**src/rtl/qte_pkg.sv**
```systemverilog
// ----------------------------------------------------------------------------
// qte_pkg: shared types and constants for the quaternion to Euler angles core
// Fixed-point widths, the CORDIC arctangent table and the Q2.13 output rounding.
// ----------------------------------------------------------------------------
package qte_pkg;

  localparam int IN_W         = 16;
  localparam int PROD_W       = 32;   // Q1.15 x Q1.15, 30 fraction bits
  localparam int SUM_W        = 34;   // doubled sums of products
  localparam int RAD_W        = 33;   // clamped pitch radicand
  localparam int ROOT_W       = 32;   // square root, 30 fraction bits
  localparam int REM_W        = 36;   // square root partial remainder
  localparam int VEC_W        = 36;   // CORDIC vector with gain headroom
  localparam int ANG_W        = 20;   // angle, 16 fraction bits
  localparam int SQRT_STEPS   = 32;
  localparam int CORDIC_STEPS = 17;
  // products, sums, square root, fold, micro-rotations, output register
  localparam int LATENCY      = 4 + SQRT_STEPS + CORDIC_STEPS;

  typedef logic signed [VEC_W-1:0] vec_t;
  typedef logic signed [ANG_W-1:0] ang_t;
  typedef logic [RAD_W-1:0]        rad_t;
  typedef logic [ROOT_W-1:0]       root_t;
  typedef logic signed [15:0]      outang_t;

  localparam logic signed [SUM_W-1:0] ONE_Q30     = 34'sh0_4000_0000;
  localparam ang_t                    ANG_HALF_PI = 20'sd102944;
  localparam outang_t                 OUT_PI      = 16'sd25736;
  localparam outang_t                 OUT_HALF_PI = 16'sd12868;

  // atan(2^-i) with 16 fraction bits
  function automatic ang_t atan_entry(input int unsigned i);
    ang_t a;
    case (i)
      0:       a = 20'sd51472;
      1:       a = 20'sd30386;
      2:       a = 20'sd16055;
      3:       a = 20'sd8150;
      4:       a = 20'sd4091;
      5:       a = 20'sd2047;
      6:       a = 20'sd1024;
      7:       a = 20'sd512;
      8:       a = 20'sd256;
      9:       a = 20'sd128;
      10:      a = 20'sd64;
      11:      a = 20'sd32;
      12:      a = 20'sd16;
      13:      a = 20'sd8;
      14:      a = 20'sd4;
      15:      a = 20'sd2;
      16:      a = 20'sd1;
      default: a = '0;
    endcase
    return a;
  endfunction

  // Round 16 fraction bits to 13, half up, then clamp to +/- lim
  function automatic outang_t to_q13(input logic signed [ANG_W:0] a, input outang_t lim);
    logic signed [ANG_W+1:0] s;
    logic signed [ANG_W+1:0] r;
    logic signed [ANG_W+1:0] l;
    s = (ANG_W+2)'(a) + 22'sd4;
    r = s >>> 3;
    l = (ANG_W+2)'(lim);
    if (r > l) r = l;
    if (r < -l) r = -l;
    return r[15:0];
  endfunction

endpackage

```
**src/rtl/qte_sqrt.sv**
```systemverilog
// ----------------------------------------------------------------------------
// qte_sqrt: pipelined integer square root
// One result bit per stage; gives floor(sqrt(rad * 2^30)).
// ----------------------------------------------------------------------------
module qte_sqrt import qte_pkg::*; (
  input  logic  clk,
  input  logic  rst,
  input  logic  in_valid,
  input  rad_t  rad,
  output logic  out_valid,
  output root_t root
);

  logic               vs   [0:SQRT_STEPS];
  logic [63:0]        ns   [0:SQRT_STEPS];
  logic [REM_W-1:0]   rems [0:SQRT_STEPS];
  root_t              roots[0:SQRT_STEPS];

  // Load the radicand scaled by 2^30
  assign vs[0]    = in_valid;
  assign ns[0]    = {1'b0, rad, 30'b0};
  assign rems[0]  = '0;
  assign roots[0] = '0;

  for (genvar j = 0; j < SQRT_STEPS; j++) begin : g_step
    logic [REM_W-1:0] rem_sh;
    logic [REM_W-1:0] trial;
    logic [REM_W-1:0] rem_next;
    root_t            root_next;

    // Bring down two radicand bits and try the next root bit
    always_comb begin
      rem_sh = {rems[j][REM_W-3:0], ns[j][63:62]};
      trial  = {2'b00, roots[j], 2'b01};
      if (rem_sh >= trial) begin
        rem_next  = rem_sh - trial;
        root_next = {roots[j][ROOT_W-2:0], 1'b1};
      end else begin
        rem_next  = rem_sh;
        root_next = {roots[j][ROOT_W-2:0], 1'b0};
      end
    end

    always_ff @(posedge clk) begin
      ns[j+1]    <= {ns[j][61:0], 2'b00};
      rems[j+1]  <= rem_next;
      roots[j+1] <= root_next;
    end

    always_ff @(posedge clk) begin
      if (rst) begin
        vs[j+1] <= 1'b0;
      end else begin
        vs[j+1] <= vs[j];
      end
    end
  end

  assign out_valid = vs[SQRT_STEPS];
  assign root      = roots[SQRT_STEPS];

endmodule

```
**config.mk**
```make
export PLATFORM = sky130hd
export DESIGN_NAME = qte_sqrt
export DESIGN_NICKNAME = d
export VERILOG_FILES = /design/src/rtl/qte_pkg.sv /design/src/rtl/qte_sqrt.sv
export SDC_FILE = /design/constraint.sdc
export NUM_CORES = 2
export LEC_CHECK = 0
export BUFFER_PORTS_ARGS = -buffer_cell sky130_fd_sc_hd__buf_2
export CAP_MARGIN = 25
export CORE_UTILIZATION = 68
export CTS_CLUSTER_DIAMETER = 30
export DETAILED_ROUTE_END_ITERATION = 10
export GPL_TIMING_DRIVEN = 0
export PLACE_DENSITY = 0.85
export RECOVER_POWER = 50
export SYNTH_ARGS = -nofsm -noshare
export SYNTH_HDL_FRONTEND = slang
export SYNTH_SLANG_ARGS = --single-unit
```
**constraint.sdc**
```tcl
create_clock -name clk -period 6.9 [get_ports clk]
set_clock_uncertainty 0.1 [all_clocks]
set_input_delay 1.38 -clock clk [delete_from_list [all_inputs] [get_ports clk]]
set_output_delay 1.38 -clock clk [all_outputs]
set_load 0.02 [all_outputs]
```
Yosys cells after proc, flatten, opt, wreduce, memory -nomap -nowiden
Index checks and enable logic that the tools add are counted.
W data, S select, Z words.
{ "totals": {"word_cells": 252, "ff_bits": 1854, "out_inout_bits": 33} }
{ "classes": {"order_cmp": 32, "n_mux": 63, "addsub": 31} }
{ "op_table": {"columns": ["op", "count"], "rows": [
  ["$mux W34", 30],
  ["$ge A36 B10 Y1", 1],
  ["$ge A36 B11 Y1", 1],
  ["$ge A36 B12 Y1", 1],
  ["$ge A36 B13 Y1", 1],
  ["$ge A36 B14 Y1", 1],
  ["$ge A36 B15 Y1", 1],
  ["$ge A36 B16 Y1", 1],
  ["$ge A36 B17 Y1", 1],
  ["$ge A36 B18 Y1", 1],
  ["$ge A36 B19 Y1", 1],
  ["$ge A36 B20 Y1", 1],
  ["$ge A36 B21 Y1", 1],
  ["$ge A36 B22 Y1", 1],
  ["$ge A36 B23 Y1", 1],
  ["$ge A36 B24 Y1", 1],
  ["$ge A36 B25 Y1", 1],
  ["$ge A36 B26 Y1", 1],
  ["$ge A36 B27 Y1", 1],
  ["$ge A36 B28 Y1", 1],
  ["$ge A36 B29 Y1", 1],
  ["$ge A36 B3 Y1", 1],
  ["$ge A36 B30 Y1", 1],
  ["$ge A36 B31 Y1", 1],
  ["41 further kinds", 73]
]} }

Depth between registers and ports, before layout
{ "depth": {"word_depth": 2, "depth_mapped": 15, "mapped_depth_nobuf": 14} }

Least setup slack after synthesis
No wires, ideal clock.
{ "synth_path": {"path_type": "register -> register", "startpoint": "reg rems (netlist bit g_step[26].rem_sh[2])", "endpoint": "reg rems (netlist bit g_step[27].rem_sh[12])", "arrival_time_ns": 3.455, "required_ns": 6.667, "slack_ns": 3.212, "synth_period_minus_slack_ns": 3.688, "path_buffers": 1, "stages_incl_launch_ff": 14, "cell_sequence": "dfxtp_1 > ha_1 > fa_1 > a21o_1 > a311o_1 > o311ai_1 > o211ai_1 > o21ai_0 > o21ai_1 > a211oi_1 > inv_2 > clkbuf_1 > nor2_1 > a21oi_1"} }
{ "synth_between": {"elab_chain_len": 2, "elab_cells_between_ends": 3, "cone_classes": "add/sub (1); order compare (1); mux (1)"} }
{ "synth_lines": {"columns": ["item", "line_no", "text"], "rows": [
  ["start: declaration", "qte_sqrt.sv:16", "logic [REM_W-1:0] rems [0:SQRT_STEPS];"],
  ["start signal: indexed assignment", "qte_sqrt.sv:46", "rems[j+1] <= rem_next;"],
  ["$sub A34 B28 Y34 or $ge A36 B28 Y1 (tied branches)", "qte_sqrt.sv:36, qte_sqrt.sv:35", null],
  ["$mux W34 *", "qte_sqrt.sv:35", "if (rem_sh >= trial) begin"],
  ["net g_step[26].rem_next[10]", "qte_sqrt.sv:28", "logic [REM_W-1:0] rem_next;"]
]} }
Mark *: on every way through the listed nets, which the timed path passes. The rest lies on a longest branch.
A chain may end at the register's enable or synchronous reset.

Worst setup path after layout
{ "layout_path": {"startpoint": "reg roots (netlist bit g_step[29].trial[2])", "endpoint": "reg rems (netlist bit g_step[30].rem_sh[4])"} }
{ "layout_between": {"elab_chain_len": 2, "elab_cells_between_ends": 3, "cone_classes": "add/sub (1); order compare (1); mux (1)"} }
{ "layout_lines": {"columns": ["item", "line_no", "text"], "rows": [
  ["start: declaration", "qte_sqrt.sv:17", "root_t roots[0:SQRT_STEPS];"],
  ["start signal: indexed assignment", "qte_sqrt.sv:47", "roots[j+1] <= root_next;"],
  ["$sub A34 B31 Y34 or $ge A36 B31 Y1 (tied branches)", "qte_sqrt.sv:36, qte_sqrt.sv:35", null],
  ["$mux W34 *", "qte_sqrt.sv:35", null],
  ["net g_step[29].rem_next[2]", "qte_sqrt.sv:28", null]
]} }
Marked as above.

==> results.md <==
* Status: completed
* Syn Area/Cell at 9.51 um2
* Setup WS post-layout at 1.63 ns
* Net count, final at 8936
* Layout cell share with drive strength beyond 1 at 8.45%
* Final hold violation count at 0
* Sequential element share of the synthesized area at 48.0%
* Vias per std cell at 5.92
* Initial DRT Pass Iterations at 8
* Post-route ant nets at 0
* Row count at 122
* Relative slew slack at 20.9%
* Net Count, Synth at 8551
* Critical Path End Type: flip-flop
* Total grt overflow at 0
* Final GP Congestion at 0.973
* Post-Place Worst Slack at 2.05 ns
* Setup tns final at 0 ns
* FFs w/ async S/R, synth at 0%
* Seq cells post-synth at 1816
* Core area at 0.111 mm2
* Worst-Skew Late Latency at 0.90 ns
* Reg-to-reg slack, setup at 1.63 ns
* Main synth FF type: dfxtp_1
* Worst-margin pin slew at 1.18 ns
* Clock transition at path regs at 0.06 ns
* Diodes inserted at 0
* CTS buffer count at 311
* Crit Path Class: reg -> reg
* Area growth, synth to finish at 16.9%
* Initial antenna violation count at 0
* Placed wire-length estimate at 129000 um
* Largest net degree at the start of global routing at 17
* Data arrival, critical path at 5.86 ns
* Largest cells by area after synthesis: dfxtp_1, ha_1, xnor2_1
* Setup repair bufs after CTS at 0
* Cell Area, Synth at 0.0758 mm2
* Die Area at 0.113 mm2
* DR DRC count at 0
* IO buf count at 68
* Yosys warns at 0
* Most area-hungry cell type in the Yosys netlist: dfxtp_1
* Initial core utilization at 68.6%
* Cells after Synth at 7970
* Clock Sinks at 1816
* Hold Crit Class: reg -> reg
* CTS Hold Bufs at 0
* Cell variety after synth at 92
* Total track usage at 32.7%
* Die Y at 336 um
* Max-Cap Viols at 0
* Max IR drop VDD at 337 uV
* Final Cycle Share at 76.4%
* Final setup fails at 0
* TritonCTS clock tree: done
* Maximum fanout along the worst path at 10
* IO Pins at 69
* Post-synth EDFFs at 0
* Initial drt markers at 4186
* Area share of the largest cell type after synthesis at 48.0%
* DR WL/cell at 18.6 um
* Most frequent cells after synthesis: dfxtp_1, inv_1, nand2_1
* Vias at 59700
* First-pass GRT wire length at 300000 um
* Floorplan die width at 336 um
* Vias in the first global route at 59900
* Power Dens Cells at 384 mW/mm2
* Critical Path RT at 7.48 ns
* Clk Tree Root Cell: clkbuf_16
* Fmax at 0.190 GHz
* RSZ-0062 raised after global routing: false
* Pleak at 41.9 nW
* Routed wire length at 188000 um
* Top-count cell post-synth: dfxtp_1
* Max-slew violation count at 0
* Resize count post-CTS at 0
* Final Critical Period at 5.27 ns
* Clock buffer depth at 4
* CP Launch Type: flip-flop
* H-tree depth at 5
-- path summary, 6_finish.rpt --
| path | cells after the start | endpoint | startpoint |
|---|---|---|---|
| setup reg to reg | 13 | g_step[30].rem_sh[4] | g_step[29].trial[2] |
| hold reg to reg | 0 | g_step[7].rem_sh[1] | ns[1725] |
| hold / removal | 0 | g_step[7].rem_sh[1] | ns[1725] |
| setup / recovery | 13 | g_step[30].rem_sh[4] | g_step[29].trial[2] |
-- registers in the layout, summed over array words and instances, names as in the netlist --
| name | flops |
|---|---|
| root | 32 |
| vs | 31 |
| g_step.rem_sh | 1016 |
| g_step.trial | 496 |
| out_valid | 1 |
| ns | 240 |
-- kinds of logic after synthesis --
| kind of cell | after synthesis | synth area share [%] |
|---|---|---|
| AO/OA/AOI/OAI | 1656 | 13.6 |
| XOR/XNOR | 787 | 9.10 |
| adder cells (fa/ha/maj) | 545 | 9.14 |
| buffers and inverters | 826 | 4.11 |
| flip-flops | 1816 | 48.0 |
| multiplexers | 93 | 1.36 |
| other | 1 | 0.00495 |
| AND/OR/NAND/NOR | 2246 | 14.7 |
-- cell type report --
cell class | count | area [um2]
Clock inverter | 194 | 2300
Fill cell | 6705 | 22000
Inverter | 674 | 2530
Sequential cell | 1816 | 36400
Tap cell | 1488 | 1860
Timing Repair Buffer | 72 | 317
Clock buffer | 356 | 8300
Multi-Input combinational cell | 5328 | 36300
Buffer | 152 | 583
-- worst max-delay path, stage by stage (launching register included) --
cell and delay (ns):
dfxtp_1 0.44, inv_1 0.07, ha_1 0.22, fa_1 0.44
a211oi_1 0.39, o21ai_0 0.18, a221oi_1 0.58, o31ai_1 0.30
a31oi_1 0.36, a21oi_1 0.21, a311oi_1 0.52, clkbuf_1 0.49
clkbuf_1 0.51, o21ai_0 0.27
-- power by group --
part	internal, W	switching, W
combinational	0.00217	0.00273
sequential	0.0123	0.00151
clock	0.00985	0.00545
total	0.0243	0.00969
-- layer usage --
metal,GRT usage (%),share of wire (%),vias up
met5,0,0,-
met4,17.4,5.0,0
met3,5.22,5.6,749
met2,58.7,50,2329
met1,37.0,39,28300
li1,-,-,28300
-- metrics by stage --
step | cell area, um2 | power, W | utilization [%] | cells | hold WS (ns)
2_1_floorplan | 75800 | 0.0171 | - | 7970 | 0.210
3_3_place_gp | 78000 | 0.0184 | 70.6 | 9526 | 0.210
6_report | 88600 | 0.0340 | 80.1 | 10100 | 0.200
5_1_grt | 88600 | 0.0353 | 80.1 | 10100 | 0.209
4_1_cts | 88600 | 0.0340 | 80.2 | 10100 | 0.205
3_5_place_dp | 78000 | 0.0186 | 70.6 | 9528 | 0.212
-- layout by cell type (no fill, tap or decap), types with 34 or more instances in the layout --
| cell type | count |
|---|---|
| dfxtp_1 | 1816 |
| inv_1 | 671 |
| nand2_1 | 610 |
| ha_1 | 531 |
| nor2_1 | 519 |
| a21oi_1 | 479 |
| o21ai_0 | 446 |
| xnor2_1 | 433 |
| xor2_1 | 354 |
| clkbuf_16 | 319 |
| nor3_1 | 218 |
| a21o_1 | 205 |
| clkbuf_1 | 184 |
| nand3_1 | 146 |
| nor4_1 | 109 |
| nand2b_1 | 108 |
| nor2b_1 | 104 |
| o21a_1 | 85 |
| mux2_2 | 80 |
| or3_1 | 79 |
| nand4_1 | 71 |
| or4_1 | 57 |
| a211oi_1 | 56 |
| a31oi_1 | 52 |
| o31ai_1 | 49 |
| and3_1 | 45 |
| buf_2 | 43 |
| or2_2 | 38 |
| inv_6 | 38 |
| nand3b_1 | 36 |
| clkinv_2 | 34 |
Note: power is estimated with default switching activity, not from simulation.
